`src/rtl/core/rpe_pkg.sv`:
```
// ----------------------------------------------------------------------------
// rpe_pkg
// Shared types and constants of the postfix expression evaluator.
// ----------------------------------------------------------------------------
package rpe_pkg;

    // Characters recognised in the input stream.
    localparam logic [7:0] CH_PLUS  = 8'h2B;
    localparam logic [7:0] CH_MINUS = 8'h2D;
    localparam logic [7:0] CH_STAR  = 8'h2A;
    localparam logic [7:0] CH_SLASH = 8'h2F;
    localparam logic [7:0] CH_SPACE = 8'h20;
    localparam logic [7:0] CH_ZERO  = 8'h30;
    localparam logic [7:0] CH_NINE  = 8'h39;

    // Depth of the command queue between front and back.
    localparam int QDEPTH = 4;
    localparam int QAW    = 2;
    localparam int QCW    = 3;

    localparam int DATA_W  = 32;
    localparam int OUT_W   = 40;
    localparam int DIV_STEPS = 32;

    typedef enum logic [1:0] {
        OP_ADD = 2'd0,
        OP_SUB = 2'd1,
        OP_MUL = 2'd2,
        OP_DIV = 2'd3
    } t_op;

    typedef enum logic [1:0] {
        ST_OK    = 2'd0,
        ST_UNDER = 2'd1,
        ST_OVER  = 2'd2,
        ST_DIVZ  = 2'd3
    } t_status;

    // One command from the front to the back, executed in field order:
    // push, then operator, then end of expression.
    typedef struct packed {
        logic              push;
        logic [DATA_W-1:0] value;
        logic              op_valid;
        t_op               op;
        logic              last;
    } t_cmd;

    typedef enum logic [2:0] {
        BS_IDLE,
        BS_PUSH,
        BS_OPRD,
        BS_RD2,
        BS_EXEC,
        BS_DIV,
        BS_END,
        BS_RDB
    } t_bstate;

endpackage

```
`src/rtl/core/postfix_expression_evaluator.sv`:
```
// ----------------------------------------------------------------------------
// postfix_expression_evaluator
// Evaluates ASCII postfix expressions received one character per transaction.
// ----------------------------------------------------------------------------
// Input stream: i_s_tdata carries one character, i_s_tlast marks the last
// character of an expression. Digits build a decimal number, a space or an
// operator pushes it, and + - * / work on the two top stack entries.
// Output stream: one transaction per expression, carrying the bottom stack
// entry and a status (ok, underflow, overflow, divide by zero).
// Characters are taken one a cycle while the command queue has room. A
// digit or an ignored character that does not close the expression ends
// there; any other character becomes a command, which the idle execution
// unit pops from the queue. A command passes the push, operand read, second
// read and execute states; a push alone or too few operands end it after
// the operand read, and a divide waits in the one-bit-a-cycle divider.
// An expression end adds a read of the bottom entry for the output register.
// When the receiver stalls, the result is held in the output register; the
// execution unit stops at the next expression end and the queue then fills.
// Reset empties the queue and the stack and clears any held error.
// ----------------------------------------------------------------------------
module postfix_expression_evaluator #(
    parameter int STACK_DEPTH = 32
) (
    input  logic        i_clk,
    input  logic        i_rst_n,
    input  logic        i_s_tvalid,
    output logic        o_s_tready,
    input  logic [7:0]  i_s_tdata,   // [7:0] char_code
    input  logic        i_s_tlast,   // end_of_expr
    output logic        o_m_tvalid,
    input  logic        i_m_tready,
    output logic [39:0] o_m_tdata    // [31:0] value, [33:32] status, [39:34] zero
);

    rpe_pkg::t_cmd front_cmd, head_cmd;
    logic          q_push, q_pop, q_full, q_empty;

    rpe_front u_front (
        .i_clk    (i_clk),
        .i_rst_n  (i_rst_n),
        .i_valid  (i_s_tvalid),
        .o_ready  (o_s_tready),
        .i_char   (i_s_tdata),
        .i_last   (i_s_tlast),
        .i_q_full (q_full),
        .o_q_push (q_push),
        .o_cmd    (front_cmd)
    );

    rpe_queue u_queue (
        .i_clk   (i_clk),
        .i_rst_n (i_rst_n),
        .i_push  (q_push),
        .i_cmd   (front_cmd),
        .i_pop   (q_pop),
        .o_cmd   (head_cmd),
        .o_full  (q_full),
        .o_empty (q_empty)
    );

    rpe_back #(
        .STACK_DEPTH (STACK_DEPTH)
    ) u_back (
        .i_clk     (i_clk),
        .i_rst_n   (i_rst_n),
        .i_q_empty (q_empty),
        .i_cmd     (head_cmd),
        .o_q_pop   (q_pop),
        .o_valid   (o_m_tvalid),
        .i_ready   (i_m_tready),
        .o_data    (o_m_tdata)
    );

endmodule

```
`src/rtl/core/rpe_front.sv`:
```
// ----------------------------------------------------------------------------
// rpe_front
// Accepts characters, builds decimal numbers and turns each character that
// ends a number, names an operator or closes the expression into a command.
// ----------------------------------------------------------------------------
module rpe_front (
    input  logic        i_clk,
    input  logic        i_rst_n,
    input  logic        i_valid,
    output logic        o_ready,
    input  logic [7:0]  i_char,
    input  logic        i_last,
    input  logic        i_q_full,
    output logic        o_q_push,
    output rpe_pkg::t_cmd o_cmd
);

    logic [rpe_pkg::DATA_W-1:0] r_acc, n_acc;
    logic                       r_pend, n_pend;

    logic is_digit, is_space, is_op, flush, accept;
    logic [rpe_pkg::DATA_W-1:0] acc_dig;

    assign o_ready  = !i_q_full;
    assign accept   = i_valid && o_ready;
    assign is_digit = i_char inside {[rpe_pkg::CH_ZERO:rpe_pkg::CH_NINE]};
    assign is_space = (i_char == rpe_pkg::CH_SPACE);
    assign is_op    = i_char inside {rpe_pkg::CH_PLUS, rpe_pkg::CH_MINUS,
                                     rpe_pkg::CH_STAR, rpe_pkg::CH_SLASH};

    // Times ten as two shifts and an add, wrapping at the data width.
    assign acc_dig = (r_acc << 3) + (r_acc << 1) +
                     rpe_pkg::DATA_W'(i_char - rpe_pkg::CH_ZERO);

    assign flush = is_space || is_op || i_last;

    always_comb begin
        o_cmd          = '0;
        o_cmd.value    = is_digit ? acc_dig : r_acc;
        o_cmd.push     = flush && (is_digit || r_pend);
        o_cmd.op_valid = is_op;
        o_cmd.last     = i_last;
        case (i_char)
            rpe_pkg::CH_PLUS:  o_cmd.op = rpe_pkg::OP_ADD;
            rpe_pkg::CH_MINUS: o_cmd.op = rpe_pkg::OP_SUB;
            rpe_pkg::CH_STAR:  o_cmd.op = rpe_pkg::OP_MUL;
            default:           o_cmd.op = rpe_pkg::OP_DIV;
        endcase
        o_q_push = accept && (o_cmd.push || is_op || i_last);

        n_acc  = r_acc;
        n_pend = r_pend;
        if (accept) begin
            if (flush) begin
                n_acc  = '0;
                n_pend = 1'b0;
            end else if (is_digit) begin
                n_acc  = acc_dig;
                n_pend = 1'b1;
            end
        end
    end

    always_ff @(posedge i_clk) begin
        if (!i_rst_n) begin
            r_acc  <= '0;
            r_pend <= 1'b0;
        end else begin
            r_acc  <= n_acc;
            r_pend <= n_pend;
        end
    end

endmodule

```
`src/rtl/core/rpe_queue.sv`:
```
// ----------------------------------------------------------------------------
// rpe_queue
// Short first-in first-out queue of commands between the front and the back.
// ----------------------------------------------------------------------------
module rpe_queue (
    input  logic          i_clk,
    input  logic          i_rst_n,
    input  logic          i_push,
    input  rpe_pkg::t_cmd i_cmd,
    input  logic          i_pop,
    output rpe_pkg::t_cmd o_cmd,
    output logic          o_full,
    output logic          o_empty
);

    rpe_pkg::t_cmd                 r_mem [rpe_pkg::QDEPTH];
    logic [rpe_pkg::QAW-1:0]       r_wr, r_rd;
    logic [rpe_pkg::QCW-1:0]       r_cnt;

    assign o_full  = (r_cnt == rpe_pkg::QCW'(rpe_pkg::QDEPTH));
    assign o_empty = (r_cnt == '0);
    assign o_cmd   = r_mem[r_rd];

    always_ff @(posedge i_clk) begin
        if (i_push) begin
            r_mem[r_wr] <= i_cmd;
        end
    end

    always_ff @(posedge i_clk) begin
        if (!i_rst_n) begin
            r_wr  <= '0;
            r_rd  <= '0;
            r_cnt <= '0;
        end else begin
            if (i_push) begin
                r_wr <= r_wr + 1'b1;
            end
            if (i_pop) begin
                r_rd <= r_rd + 1'b1;
            end
            r_cnt <= r_cnt + rpe_pkg::QCW'(i_push) - rpe_pkg::QCW'(i_pop);
        end
    end

endmodule

```
`src/rtl/core/rpe_div.sv`:
```
// ----------------------------------------------------------------------------
// rpe_div
// Iterative signed divider truncating toward zero, one quotient bit a cycle.
// ----------------------------------------------------------------------------
module rpe_div (
    input  logic                       i_clk,
    input  logic                       i_rst_n,
    input  logic                       i_start,
    input  logic [rpe_pkg::DATA_W-1:0] i_num,
    input  logic [rpe_pkg::DATA_W-1:0] i_den,
    output logic                       o_done,
    output logic [rpe_pkg::DATA_W-1:0] o_quo
);

    localparam int W = rpe_pkg::DATA_W;

    logic [W:0]   r_rem;
    logic [W-1:0] r_quo, r_den;
    logic [4:0]   r_cnt;
    logic         r_busy, r_done, r_neg;

    logic [W:0]   rem_sh, rem_sub;

    assign rem_sh  = {r_rem[W-1:0], r_quo[W-1]};
    assign rem_sub = rem_sh - {1'b0, r_den};
    assign o_done  = r_done;
    assign o_quo   = r_neg ? (W'(0) - r_quo) : r_quo;

    always_ff @(posedge i_clk) begin
        if (i_start) begin
            r_rem <= '0;
            r_quo <= i_num[W-1] ? (W'(0) - i_num) : i_num;
            r_den <= i_den[W-1] ? (W'(0) - i_den) : i_den;
            r_neg <= i_num[W-1] ^ i_den[W-1];
        end else if (r_busy) begin
            if (!rem_sub[W]) begin
                r_rem <= rem_sub;
                r_quo <= {r_quo[W-2:0], 1'b1};
            end else begin
                r_rem <= rem_sh;
                r_quo <= {r_quo[W-2:0], 1'b0};
            end
        end
    end

    always_ff @(posedge i_clk) begin
        if (!i_rst_n) begin
            r_busy <= 1'b0;
            r_done <= 1'b0;
            r_cnt  <= '0;
        end else begin
            r_done <= 1'b0;
            if (i_start) begin
                r_busy <= 1'b1;
                r_cnt  <= '0;
            end else if (r_busy) begin
                r_cnt <= r_cnt + 1'b1;
                if (r_cnt == 5'(rpe_pkg::DIV_STEPS - 1)) begin
                    r_busy <= 1'b0;
                    r_done <= 1'b1;
                end
            end
        end
    end

endmodule

```
`src/rtl/core/rpe_back.sv`:
```
// ----------------------------------------------------------------------------
// rpe_back
// Executes commands against the operand stack and delivers the result of
// each expression through an output register.
// ----------------------------------------------------------------------------
module rpe_back #(
    parameter int STACK_DEPTH = 32
) (
    input  logic                      i_clk,
    input  logic                      i_rst_n,
    input  logic                      i_q_empty,
    input  rpe_pkg::t_cmd             i_cmd,
    output logic                      o_q_pop,
    output logic                      o_valid,
    input  logic                      i_ready,
    output logic [rpe_pkg::OUT_W-1:0] o_data
);

    localparam int W  = rpe_pkg::DATA_W;
    localparam int AW = (STACK_DEPTH > 1) ? $clog2(STACK_DEPTH) : 1;
    localparam int DW = $clog2(STACK_DEPTH + 1);

    logic [W-1:0]  r_stack [STACK_DEPTH];
    logic [W-1:0]  r_rdata, r_top;
    logic [AW-1:0] rd_addr, wr_addr;
    logic [W-1:0]  wr_data;
    logic          wr_en;

    rpe_pkg::t_bstate r_state, n_state;
    rpe_pkg::t_cmd    r_cmd, n_cmd;
    rpe_pkg::t_status r_err, n_err;
    logic [DW-1:0]    r_depth, n_depth;
    logic [W-1:0]     n_top;
    logic             r_oval, n_oval;
    logic [rpe_pkg::OUT_W-1:0] r_odata, n_odata;

    logic             div_start, div_done;
    logic [W-1:0]     div_quo, alu;
    logic [DW-1:0]    depth_m1, depth_m2;
    logic             out_free;

    rpe_div u_div (
        .i_clk   (i_clk),
        .i_rst_n (i_rst_n),
        .i_start (div_start),
        .i_num   (r_rdata),
        .i_den   (r_top),
        .o_done  (div_done),
        .o_quo   (div_quo)
    );

    assign depth_m1 = r_depth - DW'(1);
    assign depth_m2 = r_depth - DW'(2);
    assign out_free = !r_oval || i_ready;
    assign o_valid  = r_oval;
    assign o_data   = r_odata;

    // Second operand in r_rdata, top operand in r_top.
    always_comb begin
        case (r_cmd.op)
            rpe_pkg::OP_ADD: alu = r_rdata + r_top;
            rpe_pkg::OP_SUB: alu = r_rdata - r_top;
            rpe_pkg::OP_MUL: alu = r_rdata * r_top;
            default:         alu = div_quo;
        endcase
    end

    always_comb begin
        n_state   = r_state;
        n_cmd     = r_cmd;
        n_err     = r_err;
        n_depth   = r_depth;
        n_top     = r_top;
        n_oval    = r_oval && !i_ready;
        n_odata   = r_odata;
        o_q_pop   = 1'b0;
        div_start = 1'b0;
        rd_addr   = '0;
        wr_addr   = depth_m2[AW-1:0];
        wr_data   = alu;
        wr_en     = 1'b0;

        case (r_state)
            rpe_pkg::BS_IDLE: begin
                if (!i_q_empty) begin
                    o_q_pop = 1'b1;
                    n_cmd   = i_cmd;
                    n_state = rpe_pkg::BS_PUSH;
                end
            end
            rpe_pkg::BS_PUSH: begin
                if (r_cmd.push) begin
                    if (r_depth >= DW'(STACK_DEPTH)) begin
                        if (r_err == rpe_pkg::ST_OK) n_err = rpe_pkg::ST_OVER;
                    end else begin
                        wr_en   = 1'b1;
                        wr_addr = r_depth[AW-1:0];
                        wr_data = r_cmd.value;
                        n_depth = r_depth + DW'(1);
                    end
                end
                n_state = rpe_pkg::BS_OPRD;
            end
            rpe_pkg::BS_OPRD: begin
                rd_addr = depth_m1[AW-1:0];
                if (!r_cmd.op_valid) begin
                    n_state = rpe_pkg::BS_END;
                end else if (r_depth < DW'(2)) begin
                    if (r_err == rpe_pkg::ST_OK) n_err = rpe_pkg::ST_UNDER;
                    n_state = rpe_pkg::BS_END;
                end else begin
                    n_state = rpe_pkg::BS_RD2;
                end
            end
            rpe_pkg::BS_RD2: begin
                n_top   = r_rdata;
                rd_addr = depth_m2[AW-1:0];
                n_state = rpe_pkg::BS_EXEC;
            end
            rpe_pkg::BS_EXEC: begin
                if (r_cmd.op == rpe_pkg::OP_DIV) begin
                    if (r_top == '0) begin
                        if (r_err == rpe_pkg::ST_OK) n_err = rpe_pkg::ST_DIVZ;
                        n_state = rpe_pkg::BS_END;
                    end else begin
                        div_start = 1'b1;
                        n_state   = rpe_pkg::BS_DIV;
                    end
                end else begin
                    wr_en   = 1'b1;
                    n_depth = depth_m1;
                    n_state = rpe_pkg::BS_END;
                end
            end
            rpe_pkg::BS_DIV: begin
                if (div_done) begin
                    wr_en   = 1'b1;
                    n_depth = depth_m1;
                    n_state = rpe_pkg::BS_END;
                end
            end
            rpe_pkg::BS_END: begin
                rd_addr = '0;
                n_state = r_cmd.last ? rpe_pkg::BS_RDB : rpe_pkg::BS_IDLE;
            end
            rpe_pkg::BS_RDB: begin
                // The bottom entry is read again here so that it stays in r_rdata.
                rd_addr = '0;
                if (out_free) begin
                    n_oval = 1'b1;
                    if (r_depth == '0) begin
                        n_odata = {6'b0,
                                   (r_err == rpe_pkg::ST_OK) ? rpe_pkg::ST_UNDER : r_err,
                                   W'(0)};
                    end else begin
                        n_odata = {6'b0, r_err, r_rdata};
                    end
                    n_depth = '0;
                    n_err   = rpe_pkg::ST_OK;
                    n_state = rpe_pkg::BS_IDLE;
                end
            end
            default: begin
                n_state = rpe_pkg::BS_IDLE;
            end
        endcase
    end

    always_ff @(posedge i_clk) begin
        if (wr_en) begin
            r_stack[wr_addr] <= wr_data;
        end
        r_rdata <= r_stack[rd_addr];
    end

    always_ff @(posedge i_clk) begin
        r_cmd   <= n_cmd;
        r_top   <= n_top;
        r_odata <= n_odata;
    end

    always_ff @(posedge i_clk) begin
        if (!i_rst_n) begin
            r_state <= rpe_pkg::BS_IDLE;
            r_err   <= rpe_pkg::ST_OK;
            r_depth <= '0;
            r_oval  <= 1'b0;
        end else begin
            r_state <= n_state;
            r_err   <= n_err;
            r_depth <= n_depth;
            r_oval  <= n_oval;
        end
    end

endmodule

```
`config.mk`:
```
export PLATFORM = sky130hd
export DESIGN_NAME = postfix_expression_evaluator
export DESIGN_NICKNAME = d
export VERILOG_FILES = /design/src/rtl/core/rpe_pkg.sv /design/src/rtl/core/postfix_expression_evaluator.sv /design/src/rtl/core/rpe_front.sv /design/src/rtl/core/rpe_queue.sv /design/src/rtl/core/rpe_div.sv /design/src/rtl/core/rpe_back.sv
export SDC_FILE = /design/constraint.sdc
export NUM_CORES = 2
export LEC_CHECK = 0
export ABC_AREA = 1
export ABC_CLOCK_PERIOD_IN_PS = 10400
export BUFFER_PORTS_ARGS = -buffer_cell sky130_fd_sc_hd__buf_2
export CORE_ASPECT_RATIO = 0.7
export CORE_MARGIN = 2
export CORE_UTILIZATION = 60
export CTS_CLUSTER_DIAMETER = 30
export DETAILED_ROUTE_END_ITERATION = 8
export PLACE_DENSITY = 0.74
export SLEW_MARGIN = 15
export SYNTH_ARGS = -nofsm -noshare
export SYNTH_HDL_FRONTEND = slang
export SYNTH_SLANG_ARGS = --single-unit
```
`constraint.sdc`:
```
create_clock -name i_clk -period 10.4 [get_ports i_clk]
set_input_delay 1.04 -clock i_clk [delete_from_list [all_inputs] [get_ports i_clk]]
set_output_delay 1.04 -clock i_clk [all_outputs]
set_load 0.03 [all_outputs]
```
# Word level (Yosys, flattened, before mapping)
# Memory sizes are Yosys's and may differ from the RTL's. A register that Yosys moved wholly into a read port is not among the register bits.
# Index checks and enable logic that the tools add are counted.
# word_totals
ff_bits	228
ramBits	1172
elab_cells	178
memories	2
# mem_list
memory	depth	width	read_ports	rd_clocked_by_memory_dff	write_ports	line_no	rtl
u_back.r_stack	32	32	1	1	1	rpe_back.sv:23	logic [W-1:0] r_stack [STACK_DEPTH];
u_queue.r_mem	4	37	1	1	1	rpe_queue.sv:16	rpe_pkg::t_cmd r_mem [rpe_pkg::QDEPTH];
# op_classes
addsub	17
n_mul	1
reduce_logical	33
n_lt_le_gt_ge	4
mux	67
eq_ne	30
bitwise_logic	4
# op_table
cell	n
$mux 32	10
$add 32x32->32	3
$pmux 32 s3	1
$sub 1x32->32 const A	3
$eq 8x6->1 const B	5
$mux 34	1
$sub 33x32->33	1
$logic_not 32->1	1
$mul 32x32->32	1
$sub 32x32->32	1
$mux 31	1
$mux 6	5
$mux 2	12
$pmux 3 s8	1
$pmux 6 s4	1
$mux 1	22
$mux 3	6
$ne 2x1->1 const B	9
$eq 3x3->1 const B	5
$mux 5	3
$reduce_bool 4->1	3
$pmux 5 s2	1
$reduce_and 10->1	1
$sub 8x6->9 const B	1
other kinds (34)	58

# Longest topological paths before layout
# logic_depth
word_depth	10
mapped_depth	38

# By module
# From an unflattened synthesis, not the netlist that was laid out.
# hier_totals
hier_cells	8835
hier_area_um2	85062.8
# modules_own_cells
mod	seq_area_each_um2	n_inst	cells_per_inst	area_per_inst_um2
rpe_back	34723.3	1	6124	64878.5
rpe_div	2732.6	1	1472	9313.9
rpe_queue	4624.4	1	487	6217.2
rpe_front	660.6	1	752	4653.2

# Worst setup path after synthesis
# Ideal clock, no wire load.
# synth_path
kind	register to register
from	reg u_back.r_rdata[13] (read register of u_back.r_stack)
to	mem u_back.r_stack[0][31] in the netlist's numbering, data pin
stages_incl_launch_ff	30
t_arrival_ns	7.364
setup_slack_ns	2.659
required_ns	10.023
synth_period_minus_slack_ns	7.741
path_cell_list	dfxtp_1 clkbuf_1 clkbuf_1 clkbuf_1 nand2_1 fa_1 inv_1 fa_1 fa_1 inv_1 fa_1 inv_1 fa_1 fa_1 fa_1 fa_1 ha_1 nand2_1 nor2_1 and3_1 nand3_1 nand3_1 nand2_1 o211ai_1 nand2_1 nand2_1 inv_1 nand3_1 nand3_1 a21oi_1
# synth_between
elab_chain_len	5
elab_cells_between_ends	7
# synth_lines
element	line_no	rtl
from (decl)	rpe_back.sv:24	logic [W-1:0] r_rdata, r_top;
$mul 32x32->32 (tied with other cells)	rpe_back.sv:63	rpe_pkg::OP_MUL: alu = r_rdata * r_top;
$pmux 32 s3 (*)	rpe_back.sv:60	case (r_cmd.op)
$mux 32	rpe_back.sv:93	if (r_depth >= DW'(STACK_DEPTH)) begin
$mux 32	rpe_back.sv:92	if (r_cmd.push) begin
$mux 32 (*)	rpe_back.sv:83	case (r_state)
via u_back.wr_data[31]	rpe_back.sv:26	logic [W-1:0] wr_data;
to (decl)	rpe_back.sv:23	
# Mark *: on every way through the listed nets, which the timed path passes. The rest lies on a longest branch.

# Worst setup path after layout
# layout_path
from	reg u_back.r_rdata[15] (read register of u_back.r_stack)
to	mem u_back.r_stack[19][23] in the netlist's numbering, data pin
# Same word-level chain as after synthesis.

==> Implementation_results.wiki <==
{| class="wikitable"
! Metric !! Value
|-
| Simple-gate portion of the synthesized area || 0.139
|-
| Fraction of layout instances using a drive strength above 1 || 0.0870
|-
| Post-CTS Repair Setup Buffers || 0
|-
| Cells along the critical path || buf_4, nand2_1, inv_1, fa_1, inv_1, fa_1, fa_1, fa_1, inv_1, fa_1, inv_1, fa_1, inv_1, fa_1, fa_1, ha_1, a21oi_1, o21ai_0, a21oi_1, nand3_1, o21ai_0, nand4_1, o21ai_0, inv_1
|-
| Post-synthesis share of cell area spent on xor and xnor gates || 0.0119
|-
| MaxCap Viol Count || 0
|-
| Largest stage delay on the critical path || ~0.96 ns
|-
| Largest net degree at the start of global routing || between 200 and 250
|-
| Fraction of registers with async set/reset || 0
|-
| Initial core utilization || 0.603
|-
| Global-route wire length before repair || 384000 um
|-
| Crit Path Class || reg2reg
|-
| Post-synth top area cell || sky130_fd_sc_hd__edfxtp_1
|-
| Most common library cell in the layout ignoring fill and taps || sky130_fd_sc_hd__nand2_1
|-
| Top-level I/O count || between 50 and 60
|-
| Post-route insts no fill || 10400
|-
| First-pass detailed-route iteration total || 6
|-
| Total negative slack for setup checks || 0 ns
|-
| Post-Layout Inst Area || between 90000 and 100000 um^2
|-
| Cell Rows || between 100 and 150
|-
| Critical path buffers and inverters || 7
|-
| Commonest register cell after synthesis || sky130_fd_sc_hd__edfxtp_1
|-
| Via count of the first global-routing pass || 61500
|-
| Slew Limit Headroom || 0.0644
|-
| Measured slew at the worst slew-check pin || between 1 and 1.5 ns
|-
| Iter 0 DRT Violations || between 9000 and 10000
|-
| Placed wire-length estimate || 165000 um
|-
| Fraction of the mapped netlist area in compound gates || 0.116
|-
| Sort of element at the end of the critical path || flop
|-
| Time the final worst path needs with I/O delays and setup || between 8 and 9 ns
|-
| Share of the core filled with cells in the final layout || 0.675
|-
| Cell type group with the largest total delay on the critical path || adder cells
|-
| Highest fanout seen on the critical path || 32
|-
| Peak clock frequency supported by timing || around 0.11 GHz
|-
| Number of standard cells after synthesis || between 8000 and 9000
|-
| Average detailed-routed wire length per instance || between 20 and 25 um
|-
| Overall Global Routing Usage || 0.366
|-
| Post-Synthesis Mean Instance Area || just under 10 um^2
|-
| CP startpoint kind || flop
|-
| Vertical extent of the die || around 320 um
|-
| Data arrival at the endpoint of the critical path || roughly 9.1 ns
|-
| Mux cell area share after synthesis || 0
|-
| Cell Area, Synth || a little over 80000 um^2
|-
| Maximum buffer depth of the clock tree || 3
|-
| Die area || roughly 140000 um^2
|-
| Area share of the largest cell type after synthesis || 0.485
|-
| GP Congestion || roughly 1.0
|-
| Core ar. || ~140000 um^2
|-
| Number of nets with antenna violations after detailed routing || 0
|-
| Number of clock sinks || 1463
|-
| Clock tree skew after final layout || between 0.06 and 0.07 ns
|-
| Unrepaired setup endpoints after global routing || false
|-
| Sequential area share after synthesis || 0.515
|-
| Antenna violations before repair || 14
|-
| Nets || between 9000 and 10000
|-
| Detailed-route wire length || roughly 260000 um
|-
| Number of enable flip-flop cells after synthesis || between 1000 and 1500
|-
| Synthesized flop and latch total || 1463
|-
| Global route total overflow || 0
|-
| Highest-count cells in the layout ignoring fill and taps || 1393 x sky130_fd_sc_hd__nand2_1, 1340 x sky130_fd_sc_hd__edfxtp_1, 1144 x sky130_fd_sc_hd__inv_1
|-
| Ratio of final minimum period to clock period || 0.836
|-
| TritonCTS clock tree || built
|-
| Setup-violating endpoint count in the final report || 0
|-
| Number of hold buffers added after cts || 0
|-
| Via count of the routed design || approximately 64000
|-
| Number of buffers added on ports || 48
|-
| Clk Tree Root Cell || sky130_fd_sc_hd__clkbuf_16
|-
| Drc violations || 0
|-
| Via density per instance || between 6 and 7
|-
| Adder and majority gate portion of the synthesized area || 0.142
|-
| Post-Place Cell Area || 85200 um^2
|-
| Main combinational cell family by area after synthesis || adder cells
|-
| Slew Limit Fails || 0
|-
| Cts bufs inserted || around 220
|-
| Area delta synth->final || 12.0%
|-
| CTS clk-pin slew, worst paths || 0.06 ns
|-
| Number of warning messages in the yosys log || 0
|-
| Hold WC Path Type || reg2reg
|-
| Most common cell on crit path || sky130_fd_sc_hd__fa_1
|-
| Number of gates resized after CTS || 0
|-
| Cell variety after synth || 66
|-
| Status || completed
|-
| Die width || roughly 450 um
|-
| Required arrival time at the worst endpoint || around 11 ns
|-
| Clock network latency to the later pin of the worst-skew pair || 0.85 ns
|-
| Slowest library cell on the worst path || sky130_fd_sc_hd__dfxtp_1
|-
| Number of cells in the design after placement || 9957
|-
| Leading post-synthesis cells by cell area || sky130_fd_sc_hd__edfxtp_1 49%, sky130_fd_sc_hd__fa_1 11%, sky130_fd_sc_hd__nand2_1 6.3%
|-
| Fin. Hold Viols || 0
|-
| Maximum level of the CTS H-tree || 4
|}
-- metal layers --
metal,GRT usage,share of wire,routed length [um],vias up
met3,0.0910,0.14,34800,571
met4,0.148,0.042,10700,0
met2,0.521,0.42,109000,4297
li1,-,-,-,28200
met1,0.541,0.40,103000,31000
met5,0,0,0,-
-- per-stage QoR --
stage          hold slack (ns)  worst slack [ns]
2_1_floorplan            0.432              2.66
3_3_place_gp             0.447              1.96
3_5_place_dp             0.451              1.87
4_1_cts                  0.454              1.85
5_1_grt                  0.487              1.43
6_report                 0.472              1.70
-- synthesized netlist by cell type, drive strengths merged, types with 2 or more instances --
cell type and number:
o21ai 896, a21boi 7, o2111ai 3, a21oi 251
nor2 964, o22ai 80, o211ai 36, a41oi 3
buf 121, o221ai 225, nor4 17, o31ai 9
o221a 2, nand3b 21, inv 1156, edfxtp 1340
nand4 36, a211oi 7, or2 26, o22a 3
dfxtp 123, nand3 312, nand2 1401, xor2 74
clkinv 7, ha 236, o21a 6, fa 441
xnor2 39, and3 6, o311ai 2, clkbuf 342
a21o 18, nor3 57, a31oi 58, and2 2
o21bai 20, a221oi 3, o32ai 2
-- final cells by class --
class / count / area (um^2)
clock buffers: 235 / 5570
fillers: 10300 / 44700
diodes: 8 / 20.0
inverters: 1163 / 4400
multi-input cells: 5274 / 34400
repair buffers: 202 / 1440
well taps: 1856 / 2320
clock inverters: 183 / 2030
flip-flops and latches: 1463 / 42700
-- worst reg2reg max path: stages, from the launching register on --
cell	delay (ns)
sky130_fd_sc_hd__dfxtp_1	0.96
sky130_fd_sc_hd__buf_4	0.46
sky130_fd_sc_hd__nand2_1	0.10
sky130_fd_sc_hd__inv_1	0.08
sky130_fd_sc_hd__fa_1	0.41
sky130_fd_sc_hd__inv_1	0.08
sky130_fd_sc_hd__fa_1	0.42
sky130_fd_sc_hd__fa_1	0.49
sky130_fd_sc_hd__fa_1	0.54
sky130_fd_sc_hd__inv_1	0.05
sky130_fd_sc_hd__fa_1	0.49
sky130_fd_sc_hd__inv_1	0.05
sky130_fd_sc_hd__fa_1	0.55
sky130_fd_sc_hd__inv_1	0.06
sky130_fd_sc_hd__fa_1	0.50
sky130_fd_sc_hd__fa_1	0.42
sky130_fd_sc_hd__ha_1	0.34
sky130_fd_sc_hd__a21oi_1	0.24
sky130_fd_sc_hd__o21ai_0	0.12
sky130_fd_sc_hd__a21oi_1	0.15
sky130_fd_sc_hd__nand3_1	0.14
sky130_fd_sc_hd__o21ai_0	0.54
sky130_fd_sc_hd__nand4_1	0.15
sky130_fd_sc_hd__o21ai_0	0.29
sky130_fd_sc_hd__inv_1	0.59
-- flip-flops by register name, indices dropped and copies added, names as in the netlist, 34 cells and up --
name	count
u_back.o_data	34
u_back.r_stack	1024
u_queue.r_mem	148
u_back.r_cmd	37
-- final timing paths --
kind                            depth (start not counted)                from                endpoint  slack (ns)
worst max-delay path                                   24  u_back.r_rdata[15]  u_back.r_stack[19][23]        1.70
worst min-delay path                                    2    u_front.r_acc[4]        u_front.r_acc[4]        0.47
worst max register to register                         24  u_back.r_rdata[15]  u_back.r_stack[19][23]        1.70
worst min register to register                          2    u_front.r_acc[4]        u_front.r_acc[4]        0.47
-- cells by family (layout without fill, tap and decap cells) --
kind of cell / after synthesis / count (layout)
DFF: 1463 / 1463
adders and majority gates: 677 / 677
xor gates and xnor gates: 113 / 113
AOI/OAI and AO/OA: 1635 / 1635
other: 1 / 14
and+or+nand+nor: 2843 / 2843
buffers and inverters: 1626 / 1783
Power is not shown: default switching activity piles up to over one toggle a cycle in this logic, so the estimate is an artifact.
